==> src/hw/rtl/assert_macros.svh <==
// ----------------------------------------------------------------------------
// assertion macros
// shared concurrent assertion forms for the rtl folder
// ----------------------------------------------------------------------------
`ifndef ASSERT_MACROS_SVH
`define ASSERT_MACROS_SVH

// same-cycle implication
`define ASSERT_IMPLY(label, clk, rst_n, ante, cons) \
    label: assert property (@(posedge clk) disable iff (!rst_n) (ante) |-> (cons)) \
        else $error("same-cycle implication failed");

// next-cycle implication
`define ASSERT_NEXT(label, clk, rst_n, ante, cons) \
    label: assert property (@(posedge clk) disable iff (!rst_n) (ante) |=> (cons)) \
        else $error("next-cycle implication failed");

`endif

==> src/hw/rtl/ufp_pkg.sv <==
// ----------------------------------------------------------------------------
// ufp_pkg
// shared types and constants of the urlencoded pair parser
// ----------------------------------------------------------------------------
`timescale 1ns / 1ps

package ufp_pkg;

    localparam int P_PAIR_MAX = 64;

    localparam int BYTE_W     = 8;
    localparam int NUM_W      = 8;
    localparam int ARENA_W    = 16;
    localparam int CFG_IDX_W  = 2;
    localparam int CFG_DATA_W = 16;

    localparam logic [NUM_W-1:0]   RST_PAIR_LIMIT = 8'd64;
    localparam logic [ARENA_W-1:0] RST_ARENA_CAP  = 16'd4096;

    // register indexes
    localparam logic [CFG_IDX_W-1:0] CFG_PAIR_LIMIT = 2'd0;
    localparam logic [CFG_IDX_W-1:0] CFG_ARENA_CAP  = 2'd1;

    // characters
    localparam logic [BYTE_W-1:0] CH_AMP  = 8'h26;
    localparam logic [BYTE_W-1:0] CH_EQ   = 8'h3D;
    localparam logic [BYTE_W-1:0] CH_PCT  = 8'h25;
    localparam logic [BYTE_W-1:0] CH_PLUS = 8'h2B;
    localparam logic [BYTE_W-1:0] CH_SP   = 8'h20;

    typedef enum logic [3:0] {
        ST_IDLE,
        ST_FIN,
        ST_CNT_K,
        ST_CNT_K_W,
        ST_CHK_K,
        ST_CNT_V,
        ST_CNT_V_W,
        ST_CHK_V,
        ST_COMMIT,
        ST_EMIT_K,
        ST_EMIT_K_W,
        ST_EMIT_V,
        ST_EMIT_V_W,
        ST_MARK,
        ST_TALLY,
        ST_DONE
    } t_state;

    typedef enum logic [2:0] {
        SC_IDLE,
        SC_A,
        SC_B,
        SC_C,
        SC_D,
        SC_OUT,
        SC_FIN
    } t_scan_state;

    typedef struct packed {
        logic start;
        logic take;
    } t_scan_ctl;

    typedef struct packed {
        logic valid;
        logic last;
        logic done;
    } t_scan_sts;

endpackage

==> src/hw/rtl/ufp_mem.sv <==
// ----------------------------------------------------------------------------
// ufp_mem
// pair buffer: one write port, one registered read port
// ----------------------------------------------------------------------------
`timescale 1ns / 1ps

module ufp_mem #(
    parameter int PAIR_MAX = ufp_pkg::P_PAIR_MAX
) (
    input  logic                             i_clk,
    input  logic                             i_we,
    input  logic [$clog2(PAIR_MAX)-1:0]      i_waddr,
    input  logic [ufp_pkg::BYTE_W-1:0]       i_wdata,
    input  logic [$clog2(PAIR_MAX)-1:0]      i_raddr,
    output logic [ufp_pkg::BYTE_W-1:0]       o_rdata
);
    import ufp_pkg::*;

    logic [BYTE_W-1:0] r_mem [PAIR_MAX];
    logic [BYTE_W-1:0] r_rdata;

    always_ff @(posedge i_clk) begin
        if (i_we) begin
            r_mem[i_waddr] <= i_wdata;
        end
    end

    always_ff @(posedge i_clk) begin
        r_rdata <= r_mem[i_raddr];
    end

    assign o_rdata = r_rdata;

endmodule

==> src/hw/rtl/ufp_scan.sv <==
// ----------------------------------------------------------------------------
// ufp_scan
// percent decoder that walks one side of the buffered pair, one decoded byte per step
// ----------------------------------------------------------------------------
`timescale 1ns / 1ps

module ufp_scan #(
    parameter int PAIR_MAX = ufp_pkg::P_PAIR_MAX
) (
    input  logic                                  i_clk,
    input  logic                                  i_rst_n,
    input  ufp_pkg::t_scan_ctl                    i_ctl,
    input  logic [$clog2(PAIR_MAX+4)-1:0]         i_lo,
    input  logic [$clog2(PAIR_MAX+4)-1:0]         i_hi,
    input  logic [ufp_pkg::BYTE_W-1:0]            i_rd_data,
    output logic [$clog2(PAIR_MAX)-1:0]           o_rd_addr,
    output ufp_pkg::t_scan_sts                    o_sts,
    output logic [ufp_pkg::BYTE_W-1:0]            o_data,
    output logic [$clog2(PAIR_MAX+4)-1:0]         o_count
);
    import ufp_pkg::*;

    localparam int LW = $clog2(PAIR_MAX + 4);
    localparam int AW = $clog2(PAIR_MAX);

    t_scan_state       r_state, n_state;
    logic [LW-1:0]     r_pos, n_pos;
    logic [LW-1:0]     r_hi, n_hi;
    logic [LW-1:0]     r_cnt, n_cnt;
    logic [3:0]        r_hnib, n_hnib;
    logic              r_hok, n_hok;
    logic [BYTE_W-1:0] r_res, n_res;
    logic [1:0]        r_step, n_step;

    logic [LW-1:0]     pos_p1;
    logic [LW-1:0]     pos_p2;
    logic [LW-1:0]     pos_nx;
    logic              has_two;
    logic              side_end;
    logic [4:0]        hex_rd;

    // {ok, nibble}
    function automatic logic [4:0] hex_nib(input logic [BYTE_W-1:0] c);
        logic [BYTE_W-1:0] lc;
        logic [4:0]        res;
        lc  = c | 8'h20;
        res = 5'd0;
        if (c >= 8'h30 && c <= 8'h39) begin
            res = {1'b1, c[3:0]};
        end else if (lc >= 8'h61 && lc <= 8'h66) begin
            res = {1'b1, 4'(lc - 8'h57)};
        end
        return res;
    endfunction

    assign pos_p1   = r_pos + LW'(1);
    assign pos_p2   = r_pos + LW'(2);
    assign pos_nx   = r_pos + LW'(r_step);
    assign has_two  = pos_p2 < r_hi;
    assign side_end = pos_nx >= r_hi;
    assign hex_rd   = hex_nib(i_rd_data);

    // next state
    always_comb begin
        n_state = r_state;
        unique case (r_state)
            SC_IDLE: begin
                if (i_ctl.start) begin
                    n_state = (i_lo >= i_hi) ? SC_FIN : SC_A;
                end
            end
            SC_A: n_state = SC_B;
            SC_B: begin
                if (i_rd_data == CH_PCT && has_two) begin
                    n_state = SC_C;
                end else begin
                    n_state = SC_OUT;
                end
            end
            SC_C: n_state = SC_D;
            SC_D: n_state = SC_OUT;
            SC_OUT: begin
                if (i_ctl.take) begin
                    n_state = side_end ? SC_FIN : SC_A;
                end
            end
            SC_FIN: n_state = SC_IDLE;
            default: n_state = SC_IDLE;
        endcase
    end

    // outputs
    always_comb begin
        o_rd_addr  = r_pos[AW-1:0];
        o_sts      = '0;
        unique case (r_state)
            SC_B:    o_rd_addr = pos_p1[AW-1:0];
            SC_C:    o_rd_addr = pos_p2[AW-1:0];
            SC_OUT: begin
                o_sts.valid = 1'b1;
                o_sts.last  = side_end;
            end
            SC_FIN:  o_sts.done = 1'b1;
            default: o_rd_addr = r_pos[AW-1:0];
        endcase
    end

    assign o_data  = r_res;
    assign o_count = r_cnt;

    // datapath
    always_comb begin
        n_pos  = r_pos;
        n_hi   = r_hi;
        n_cnt  = r_cnt;
        n_hnib = r_hnib;
        n_hok  = r_hok;
        n_res  = r_res;
        n_step = r_step;
        case (r_state)
            SC_IDLE: begin
                if (i_ctl.start) begin
                    n_pos = i_lo;
                    n_hi  = i_hi;
                    n_cnt = '0;
                end
            end
            SC_B: begin
                n_step = 2'd1;
                n_res  = (i_rd_data == CH_PLUS) ? CH_SP : i_rd_data;
            end
            SC_C: begin
                n_hnib = hex_rd[3:0];
                n_hok  = hex_rd[4];
            end
            SC_D: begin
                if (r_hok && hex_rd[4]) begin
                    n_res  = {r_hnib, hex_rd[3:0]};
                    n_step = 2'd3;
                end else begin
                    n_res  = CH_PCT;
                    n_step = 2'd1;
                end
            end
            SC_OUT: begin
                if (i_ctl.take) begin
                    n_pos = pos_nx;
                    n_cnt = r_cnt + LW'(1);
                end
            end
            default: n_pos = r_pos;
        endcase
    end

    always_ff @(posedge i_clk) begin
        if (!i_rst_n) begin
            r_state <= SC_IDLE;
        end else begin
            r_state <= n_state;
        end
    end

    always_ff @(posedge i_clk) begin
        r_pos  <= n_pos;
        r_hi   <= n_hi;
        r_cnt  <= n_cnt;
        r_hnib <= n_hnib;
        r_hok  <= n_hok;
        r_res  <= n_res;
        r_step <= n_step;
    end

endmodule

==> src/hw/rtl/form_urlencoded_pair_parser.sv <==
// ----------------------------------------------------------------------------
// form_urlencoded_pair_parser
// splits a query text into key/value pairs and emits percent-decoded bytes
// ----------------------------------------------------------------------------
//  channel  | direction | handshake                    | payload
//  ---------+-----------+------------------------------+--------------------------------
//  in       | input     | i_in_valid / o_in_stall      | i_text_byte, i_last_byte
//  out      | output    | o_out_valid / i_out_stall    | o_data_byte, o_byte_valid,
//           |           |                              | o_in_value, o_pair_end,
//           |           |                              | o_pair_number, o_status
//  cfg      | input     | i_cfg_we                     | i_cfg_idx, i_cfg_data
//
//  a text byte that does not end a pair is accepted without stalling the input
//  a byte that ends a pair ('&' or last) stalls the input while the pair is walked
//  a side with '%' or '+' gets a sizing walk first, each nonempty side an emit walk
//  a walk reads each byte, and the two bytes behind a '%', through the one read port
//  reset is synchronous active low; the pair buffer needs no clearing pass
//  an output beat waits in a register; a stall there holds the decoder at its current byte
// ----------------------------------------------------------------------------
`timescale 1ns / 1ps

`include "assert_macros.svh"

module form_urlencoded_pair_parser #(
    parameter int PAIR_MAX = ufp_pkg::P_PAIR_MAX
) (
    input  logic                              i_clk,
    input  logic                              i_rst_n,

    input  logic                              i_cfg_we,
    input  logic [ufp_pkg::CFG_IDX_W-1:0]     i_cfg_idx,
    input  logic [ufp_pkg::CFG_DATA_W-1:0]    i_cfg_data,

    input  logic                              i_in_valid,
    output logic                              o_in_stall,
    input  logic [ufp_pkg::BYTE_W-1:0]        i_text_byte,
    input  logic                              i_last_byte,

    output logic                              o_out_valid,
    input  logic                              i_out_stall,
    output logic [ufp_pkg::BYTE_W-1:0]        o_data_byte,
    output logic                              o_byte_valid,
    output logic                              o_in_value,
    output logic                              o_pair_end,
    output logic [ufp_pkg::NUM_W-1:0]         o_pair_number,
    output logic                              o_status
);
    import ufp_pkg::*;

    localparam int LW = $clog2(PAIR_MAX + 4);
    localparam int AW = $clog2(PAIR_MAX);

    t_state             r_state, n_state;

    logic [NUM_W-1:0]   r_pair_limit;
    logic [ARENA_W-1:0] r_arena_cap;

    logic [LW-1:0]      r_len, n_len;
    logic               r_eq_seen, n_eq_seen;
    logic [LW-1:0]      r_eq_pos, n_eq_pos;
    logic               r_key_nd, n_key_nd;
    logic               r_val_nd, n_val_nd;
    logic               r_ovf, n_ovf;
    logic [ARENA_W-1:0] r_arena, n_arena;
    logic [NUM_W-1:0]   r_pairs, n_pairs;
    logic               r_limit, n_limit;
    logic               r_last, n_last;
    logic [ARENA_W-1:0] r_tmp, n_tmp;

    logic               r_o_valid, n_o_valid;
    logic [BYTE_W-1:0]  r_o_data, n_o_data;
    logic               r_o_bvalid, n_o_bvalid;
    logic               r_o_inval, n_o_inval;
    logic               r_o_end, n_o_end;
    logic [NUM_W-1:0]   r_o_num, n_o_num;
    logic               r_o_status, n_o_status;

    logic               in_acc;
    logic               lim;
    logic               buf_we;
    logic [LW-1:0]      k_len;
    logic [LW-1:0]      v_lo;
    logic [LW-1:0]      v_len;
    logic               k_over;
    logic               v_over;
    logic               slot_free;
    logic               side_val;
    logic               emit_load;
    logic               mark_load;
    logic               in_stall;
    logic [NUM_W-1:0]   pairs_inc;
    logic               scan_wait;

    t_scan_ctl          scan_ctl;
    t_scan_sts          scan_sts;
    logic [LW-1:0]      scan_lo;
    logic [LW-1:0]      scan_hi;
    logic [BYTE_W-1:0]  scan_data;
    logic [LW-1:0]      scan_cnt;
    logic [AW-1:0]      rd_addr;
    logic [BYTE_W-1:0]  rd_data;

    ufp_mem #(
        .PAIR_MAX (PAIR_MAX)
    ) u_mem (
        .i_clk   (i_clk),
        .i_we    (buf_we),
        .i_waddr (r_len[AW-1:0]),
        .i_wdata (i_text_byte),
        .i_raddr (rd_addr),
        .o_rdata (rd_data)
    );

    ufp_scan #(
        .PAIR_MAX (PAIR_MAX)
    ) u_scan (
        .i_clk     (i_clk),
        .i_rst_n   (i_rst_n),
        .i_ctl     (scan_ctl),
        .i_lo      (scan_lo),
        .i_hi      (scan_hi),
        .i_rd_data (rd_data),
        .o_rd_addr (rd_addr),
        .o_sts     (scan_sts),
        .o_data    (scan_data),
        .o_count   (scan_cnt)
    );

    assign in_acc    = i_in_valid && !in_stall;
    assign lim       = r_limit || (r_pairs >= r_pair_limit);
    assign buf_we    = in_acc && !lim && (i_text_byte != CH_AMP) && (r_len < LW'(PAIR_MAX));
    assign k_len     = r_eq_seen ? r_eq_pos : r_len;
    assign v_lo      = r_eq_seen ? (r_eq_pos + LW'(1)) : r_len;
    assign v_len     = r_len - v_lo;
    assign k_over    = ({1'b0, r_tmp} + (ARENA_W+1)'(k_len)) > {1'b0, r_arena_cap};
    assign v_over    = ({1'b0, r_tmp} + (ARENA_W+1)'(v_len)) > {1'b0, r_arena_cap};
    assign slot_free = !r_o_valid || !i_out_stall;
    assign scan_lo   = side_val ? v_lo : '0;
    assign scan_hi   = side_val ? r_len : k_len;
    assign pairs_inc = r_pairs + NUM_W'(1);
    assign scan_wait = (r_state == ST_CNT_K_W) || (r_state == ST_CNT_V_W) ||
                       (r_state == ST_EMIT_K_W) || (r_state == ST_EMIT_V_W);

    // next state
    always_comb begin
        n_state = r_state;
        unique case (r_state)
            ST_IDLE: begin
                if (in_acc && !lim && (i_text_byte == CH_AMP || i_last_byte)) begin
                    n_state = ST_FIN;
                end
            end
            ST_FIN: begin
                if (r_ovf) begin
                    n_state = ST_MARK;
                end else if (r_len == '0) begin
                    n_state = ST_DONE;
                end else if (r_key_nd) begin
                    n_state = ST_CNT_K;
                end else if (r_val_nd) begin
                    n_state = ST_CNT_V;
                end else begin
                    n_state = ST_COMMIT;
                end
            end
            ST_CNT_K: n_state = ST_CNT_K_W;
            ST_CNT_K_W: begin
                if (scan_sts.done) begin
                    n_state = ST_CHK_K;
                end
            end
            ST_CHK_K: begin
                if (k_over) begin
                    n_state = ST_DONE;
                end else if (r_val_nd) begin
                    n_state = ST_CNT_V;
                end else begin
                    n_state = ST_COMMIT;
                end
            end
            ST_CNT_V: n_state = ST_CNT_V_W;
            ST_CNT_V_W: begin
                if (scan_sts.done) begin
                    n_state = ST_CHK_V;
                end
            end
            ST_CHK_V: n_state = v_over ? ST_DONE : ST_COMMIT;
            ST_COMMIT: begin
                if (k_len == '0 && v_len == '0) begin
                    n_state = ST_MARK;
                end else if (k_len != '0) begin
                    n_state = ST_EMIT_K;
                end else begin
                    n_state = ST_EMIT_V;
                end
            end
            ST_EMIT_K: n_state = ST_EMIT_K_W;
            ST_EMIT_K_W: begin
                if (scan_sts.done) begin
                    n_state = (v_len != '0) ? ST_EMIT_V : ST_TALLY;
                end
            end
            ST_EMIT_V: n_state = ST_EMIT_V_W;
            ST_EMIT_V_W: begin
                if (scan_sts.done) begin
                    n_state = ST_TALLY;
                end
            end
            ST_MARK: begin
                if (slot_free) begin
                    n_state = r_ovf ? ST_DONE : ST_TALLY;
                end
            end
            ST_TALLY: n_state = ST_DONE;
            ST_DONE:  n_state = ST_IDLE;
            default:  n_state = ST_IDLE;
        endcase
    end

    // state outputs
    always_comb begin
        in_stall       = 1'b1;
        scan_ctl.start = 1'b0;
        scan_ctl.take  = 1'b0;
        side_val       = 1'b0;
        emit_load      = 1'b0;
        mark_load      = 1'b0;
        unique case (r_state) inside
            ST_IDLE:  in_stall = 1'b0;
            ST_CNT_K, ST_EMIT_K: scan_ctl.start = 1'b1;
            ST_CNT_V, ST_EMIT_V: begin
                scan_ctl.start = 1'b1;
                side_val       = 1'b1;
            end
            ST_CNT_K_W: scan_ctl.take = 1'b1;
            ST_CNT_V_W: begin
                scan_ctl.take = 1'b1;
                side_val      = 1'b1;
            end
            ST_EMIT_K_W: begin
                scan_ctl.take = slot_free;
                emit_load     = scan_sts.valid && slot_free;
            end
            ST_EMIT_V_W: begin
                scan_ctl.take = slot_free;
                emit_load     = scan_sts.valid && slot_free;
                side_val      = 1'b1;
            end
            ST_MARK:  mark_load = slot_free;
            default:  in_stall = 1'b1;
        endcase
    end

    // pair and text bookkeeping
    always_comb begin
        n_len     = r_len;
        n_eq_seen = r_eq_seen;
        n_eq_pos  = r_eq_pos;
        n_key_nd  = r_key_nd;
        n_val_nd  = r_val_nd;
        n_ovf     = r_ovf;
        n_arena   = r_arena;
        n_pairs   = r_pairs;
        n_limit   = r_limit;
        n_last    = r_last;
        n_tmp     = r_tmp;
        case (r_state) inside
            ST_IDLE: begin
                if (in_acc) begin
                    n_last = i_last_byte;
                    if (lim) begin
                        n_limit = 1'b1;
                        if (i_last_byte) begin
                            n_len     = '0;
                            n_eq_seen = 1'b0;
                            n_key_nd  = 1'b0;
                            n_val_nd  = 1'b0;
                            n_ovf     = 1'b0;
                            n_arena   = '0;
                            n_pairs   = '0;
                            n_limit   = 1'b0;
                        end
                    end else if (i_text_byte != CH_AMP) begin
                        if (r_len >= LW'(PAIR_MAX)) begin
                            n_ovf = 1'b1;
                        end else begin
                            n_len = r_len + LW'(1);
                            if (i_text_byte == CH_EQ) begin
                                if (!r_eq_seen) begin
                                    n_eq_seen = 1'b1;
                                    n_eq_pos  = r_len;
                                end
                            end else if (i_text_byte == CH_PCT || i_text_byte == CH_PLUS) begin
                                if (r_eq_seen) begin
                                    n_val_nd = 1'b1;
                                end else begin
                                    n_key_nd = 1'b1;
                                end
                            end
                        end
                    end
                end
            end
            ST_FIN:   n_tmp = r_arena;
            ST_CHK_K, ST_CHK_V: n_tmp = r_tmp + ARENA_W'(scan_cnt);
            ST_COMMIT: n_arena = r_tmp;
            ST_TALLY: begin
                n_pairs = pairs_inc;
                if (pairs_inc >= r_pair_limit) begin
                    n_limit = 1'b1;
                end
            end
            ST_DONE: begin
                n_len     = '0;
                n_eq_seen = 1'b0;
                n_key_nd  = 1'b0;
                n_val_nd  = 1'b0;
                n_ovf     = 1'b0;
                if (r_last) begin
                    n_arena = '0;
                    n_pairs = '0;
                    n_limit = 1'b0;
                end
            end
            default: n_tmp = r_tmp;
        endcase
    end

    // output register
    always_comb begin
        n_o_valid  = r_o_valid && i_out_stall;
        n_o_data   = r_o_data;
        n_o_bvalid = r_o_bvalid;
        n_o_inval  = r_o_inval;
        n_o_end    = r_o_end;
        n_o_num    = r_o_num;
        n_o_status = r_o_status;
        if (emit_load) begin
            n_o_valid  = 1'b1;
            n_o_data   = scan_data;
            n_o_bvalid = 1'b1;
            n_o_inval  = side_val;
            n_o_end    = scan_sts.last && (side_val || v_len == '0);
            n_o_num    = r_pairs;
            n_o_status = 1'b0;
        end else if (mark_load) begin
            n_o_valid  = 1'b1;
            n_o_data   = '0;
            n_o_bvalid = 1'b0;
            n_o_inval  = 1'b0;
            n_o_end    = 1'b1;
            n_o_num    = r_pairs;
            n_o_status = r_ovf;
        end
    end

    always_ff @(posedge i_clk) begin
        if (!i_rst_n) begin
            r_state      <= ST_IDLE;
            r_pair_limit <= RST_PAIR_LIMIT;
            r_arena_cap  <= RST_ARENA_CAP;
            r_len        <= '0;
            r_eq_seen    <= 1'b0;
            r_key_nd     <= 1'b0;
            r_val_nd     <= 1'b0;
            r_ovf        <= 1'b0;
            r_arena      <= '0;
            r_pairs      <= '0;
            r_limit      <= 1'b0;
            r_last       <= 1'b0;
            r_o_valid    <= 1'b0;
        end else begin
            r_state   <= n_state;
            r_len     <= n_len;
            r_eq_seen <= n_eq_seen;
            r_key_nd  <= n_key_nd;
            r_val_nd  <= n_val_nd;
            r_ovf     <= n_ovf;
            r_arena   <= n_arena;
            r_pairs   <= n_pairs;
            r_limit   <= n_limit;
            r_last    <= n_last;
            r_o_valid <= n_o_valid;
            if (i_cfg_we) begin
                unique case (i_cfg_idx)
                    CFG_PAIR_LIMIT: r_pair_limit <= i_cfg_data[NUM_W-1:0];
                    CFG_ARENA_CAP:  r_arena_cap  <= i_cfg_data[ARENA_W-1:0];
                    default: r_pair_limit <= r_pair_limit;
                endcase
            end
        end
    end

    always_ff @(posedge i_clk) begin
        r_eq_pos   <= n_eq_pos;
        r_tmp      <= n_tmp;
        r_o_data   <= n_o_data;
        r_o_bvalid <= n_o_bvalid;
        r_o_inval  <= n_o_inval;
        r_o_end    <= n_o_end;
        r_o_num    <= n_o_num;
        r_o_status <= n_o_status;
    end

    assign o_in_stall    = in_stall;
    assign o_out_valid   = r_o_valid;
    assign o_data_byte   = r_o_data;
    assign o_byte_valid  = r_o_bvalid;
    assign o_in_value    = r_o_inval;
    assign o_pair_end    = r_o_end;
    assign o_pair_number = r_o_num;
    assign o_status      = r_o_status;

    // a waiting beat is never overwritten
    `ASSERT_IMPLY(a_no_overwrite, i_clk, i_rst_n, r_o_valid && i_out_stall, !(emit_load || mark_load))
    // buffered length stays within the buffer
    `ASSERT_IMPLY(a_len_bound, i_clk, i_rst_n, 1'b1, r_len <= LW'(PAIR_MAX))
    // decoder offers a byte only while the sequencer is waiting on it
    `ASSERT_IMPLY(a_scan_owned, i_clk, i_rst_n, scan_sts.valid, scan_wait)
    // a tallied pair always finishes in the following cycle
    `ASSERT_NEXT(a_tally_done, i_clk, i_rst_n, r_state == ST_TALLY, r_state == ST_DONE && r_pairs == $past(pairs_inc))

endmodule
==> config.mk <==
export PLATFORM = sky130hd
export DESIGN_NAME = form_urlencoded_pair_parser
export DESIGN_NICKNAME = d
export VERILOG_FILES = /design/src/hw/rtl/ufp_pkg.sv /design/src/hw/rtl/ufp_mem.sv /design/src/hw/rtl/ufp_scan.sv /design/src/hw/rtl/form_urlencoded_pair_parser.sv
export VERILOG_INCLUDE_DIRS = /design/src /design/src/hw/rtl
export SDC_FILE = /design/constraint.sdc
export NUM_CORES = 1
export LEC_CHECK = 0
export BUFFER_PORTS_ARGS = -buffer_cell sky130_fd_sc_hd__buf_2
export CAP_MARGIN = 10
export CELL_PAD_IN_SITES_DETAIL_PLACEMENT = 0
export CELL_PAD_IN_SITES_GLOBAL_PLACEMENT = 1
export CORE_MARGIN = 4
export CORE_UTILIZATION = 32
export DETAILED_ROUTE_END_ITERATION = 16
export GPL_TIMING_DRIVEN = 0
export PLACE_DENSITY_LB_ADDON = 0.3
export SYNTH_ARGS = -nofsm -noshare
export SYNTH_HDL_FRONTEND = slang
export SYNTH_SLANG_ARGS = --single-unit
==> constraint.sdc <==
create_clock -name i_clk -period 6.55 [get_ports i_clk]
set_clock_uncertainty 0.1 [all_clocks]
set_input_delay 0 -clock i_clk [delete_from_list [all_inputs] [get_ports i_clk]]
set_output_delay 0 -clock i_clk [all_outputs]
set_load 0.01 [all_outputs]
==> impl_results.md <==
* Status: completed
* Leakage at 0.0121 uW
* Final routed DRC violation total at 0
* Max clock buf depth at 3
* Net Switching at 5870 uW
* Via count at 20.1k
* Vias in the first global route at 20.3k
* Synth top area share at 0.574
* Worst-margin pin slew at 1.30 ns
* Netlist Area Pre-Place at 30800 um2
* Routability Congestion at 0.890
* First-pass GRT wire length at 132000 um
* Die Width at 318 um
* Final Util at 0.375
* Slew Limit Fails at 0
* VDD IR max at 0.215 mV
* Hold Vio Cnt, Final at 0
* Area leader, netlist: edfxtp_1
* Max Clk Rate at 165 MHz
* CTS root buf: clkbuf_16
* Part of the power in registers at 0.330
* Drt first-iter violations at 2038
* Initial antenna violation count at 6
* Max Cap Violations at 0
* Synth Register Bits at 667
* TritonCTS clock tree: yes
* RSZ-0062 raised after global routing: false
* Area of the multi-input gates at 10700 um2
* Final #Nets at 2609
* Number of flops mapped to enable cells by yosys at 588
* Synth top area cells: edfxtp_1 57%, mux4_2 6.9%, dfxtp_1 5.1%
* Final cycle utilization of the critical path at 0.925
* Dpl cell area at 32700 um2
* Main synth FF type: edfxtp_1
* Post-synth ARST share at 0
* Storage element area at 19200 um2
* Area delta synth->final at 15.9%
* Fin crit period at 6.06 ns
* Seq/Total Area, Yosys at 0.625
* Routed len/inst at 23.2 um
* Yosys warning count at 0
* HP Class: primary input to flop
* Clock slew at reported path FFs at 0.06 ns
* TritonCTS buffer count at 75
* Critical path class: flop to flop
* Die ar. at 101000 um2
* IO Port Bufs at 52
* Pin count of the biggest net entering global routing at 69
* Final WL at 87800 um
* Synthesized area per cell at 13.4 um2
* Critical Path RT at 6.93 ns
* Core Region at 95200 um2
* Worst path arrival time at 6.44 ns
* Element type at the critical path start: flop
* Max H-tree Level at 3
* Share of layout cells above drive strength 1 at 0.131
* HPWL after detailed placement at 61200 um
* Antenna Violating Nets Remaining at 0
* Power share of the clock group at 0.273
* Setup violators final at 0
* Switching Share at 0.375
* Internal at 9780 uW
* Setup crit end kind: flop
* Gr usage total at 0.171
* Rel. slew slack at 0.130
* Rows at 113
* Gate power share at 0.396
* Vias per inst at 5.30
* CP Max Fanout at 10
* Clk Latency, worst-skew pair at 0.65 ns
* GR Overflow Total at 0
* Total Power at 15600 uW
* FILL cells at 8973
* Syn_nets at 2434
* Initial Util at 0.323
* Gate Count Post-Synth at 2288
* Netlist cell types at 75
* Most common cell after layout, fill and taps aside: edfxtp_1
* Die Span Y at 318 um
* IO Pins at 54
* Cell Pwr Density at 439 nW/um2
* Most frequent cells in the layout: 588 x edfxtp_1, 227 x nand2_1, 174 x nor2_1, 109 x ha_1, 94 x mux4_2
* DR pass1 iterations at 5
* Post-route cell area at 35700 um2
* Sink Count at 667
## final cells by class
type | instances | area share
Sequential cell | 667 | 0.540
Multi-Input combinational cell | 1421 | 0.300
Clock buffer | 94 | 0.0558
Tap cell | 1265 | 0.0444
Timing Repair Buffer | 98 | 0.0211
Buffer | 119 | 0.0161
Clock inverter | 45 | 0.0147
Inverter | 81 | 0.00853
Antenna cell | 1 | 0.0000702
## final timing paths
check / start / end / slack, ns / cells after the start
setup / recovery: r_eq_seen / r_state[2] / 0.49 / 25
hold / removal: i_cfg_data[12] / r_arena_cap[12] / 0.09 / 4
setup reg to reg: r_eq_seen / r_state[2] / 0.49 / 25
hold reg to reg: o_status / o_status / 0.35 / 2
## through the flow
| stage | TNS [ns] | cells | worst slack (ns) | hold slack, ns |
|---|---|---|---|---|
| floorplan | 0 | 2288 | 1.07 | -0.00113 |
| global placement | -0.580 | 3605 | -0.206 | 0.146 |
| detailed placement | -0.641 | 3608 | -0.240 | 0.157 |
| CTS | 0 | 3784 | 0.0134 | 0.0488 |
| global route | 0 | 3790 | 0.0327 | 0.100 |
| finish | 0 | 3791 | 0.489 | 0.0907 |
## synthesized netlist by cell type (7+ instances only)
library cell and n:
edfxtp_1 588, nand2_1 227, nor2_1 176, ha_1 109, mux4_2 94, a21oi_1 83, inv_1 80, dfxtp_1 79
nand3_1 77, clkbuf_1 71, o21ai_0 64, nor2b_1 47, and3_1 43, xnor2_1 42, xor2_1 35, nor3_1 31
a211oi_1 27, nor4_1 26, a211o_1 25, buf_2 25, a21boi_0 22, a22oi_1 22, a21o_1 20, and2_1 16
o22ai_1 15, nand2b_1 14, a31oi_1 13, mux2i_1 13, o211ai_1 12, a311oi_1 11, buf_4 8, buf_6 8
o21a_1 8, o31ai_1 8, or2_2 8, or3_1 8, a2111oi_0 7, buf_1 7, nor3b_1 7, o21bai_1 7
o31a_1 7, o32ai_1 7
## repair_timing
| action | CTS | global route |
|---|---|---|
| endpoints found under the hold margin | 73 | 320 |
| gates resized for setup | 3 | 8 |
| hold buffers | 37 | 5 |
| endpoints found under the setup margin | 3 | 3 |
| buffers inserted | 0 | 0 |
## per-layer routing
metal / part of all wire / global-route usage / vias up
met2: 0.46 / 0.277 / 768
met1: 0.43 / 0.230 / 10093
met5: 0.00015 / 0 / -
met3: 0.080 / 0.0384 / 165
met4: 0.029 / 0.0535 / 2
li1: - / - / 9072
## kinds of logic after synthesis
family          synth area share
compound gates            0.0884
fa+ha+maj                 0.0476
xor+xnor                  0.0228
mux                       0.0762
buf+inv                   0.0283
simple gates               0.111
flops                      0.625
## state kept, by name, indices dropped and copies added (netlist names), 8 cells and up
signal	count
o_data_byte	8
o_pair_number	8
r_arena	16
r_arena_cap	16
r_pair_limit	8
r_pairs	8
r_tmp	16
u_mem.o_rdata	8
u_mem.r_mem	512
u_scan.o_data	8
## critical path: stages, from the launching register on
cell and delay (ns):
dfxtp_1 0.32, clkbuf_2 0.20, clkbuf_4 0.25, inv_1 0.19, a21boi_1 0.15, ha_1 0.24
fa_1 0.42, nor2b_1 0.20, o21ai_0 0.10, nor2b_1 0.17, o21a_1 0.24, xor2_2 0.22
ha_1 0.38, inv_1 0.07, o21bai_2 0.20, and2_1 0.24, nand3_1 0.12, xnor2_1 0.17
ha_1 0.32, and4_1 0.21, nand3_1 0.15, or4_1 0.55, o311a_1 0.12, a32o_1 0.25
a31oi_1 0.20, a31oi_1 0.13
## power by group through the flow
stage / registers (uW) / logic [uW] / clock network, uW
after floorplan: 5190 / 4050 / 0
after global placement: 5260 / 6070 / 0
after detailed placement: 5260 / 6130 / 0
after CTS: 5180 / 6180 / 4380
after global routing: 5200 / 6730 / 4560
final: 5170 / 6200 / 4280
Power figures use the tool's default switching activity.
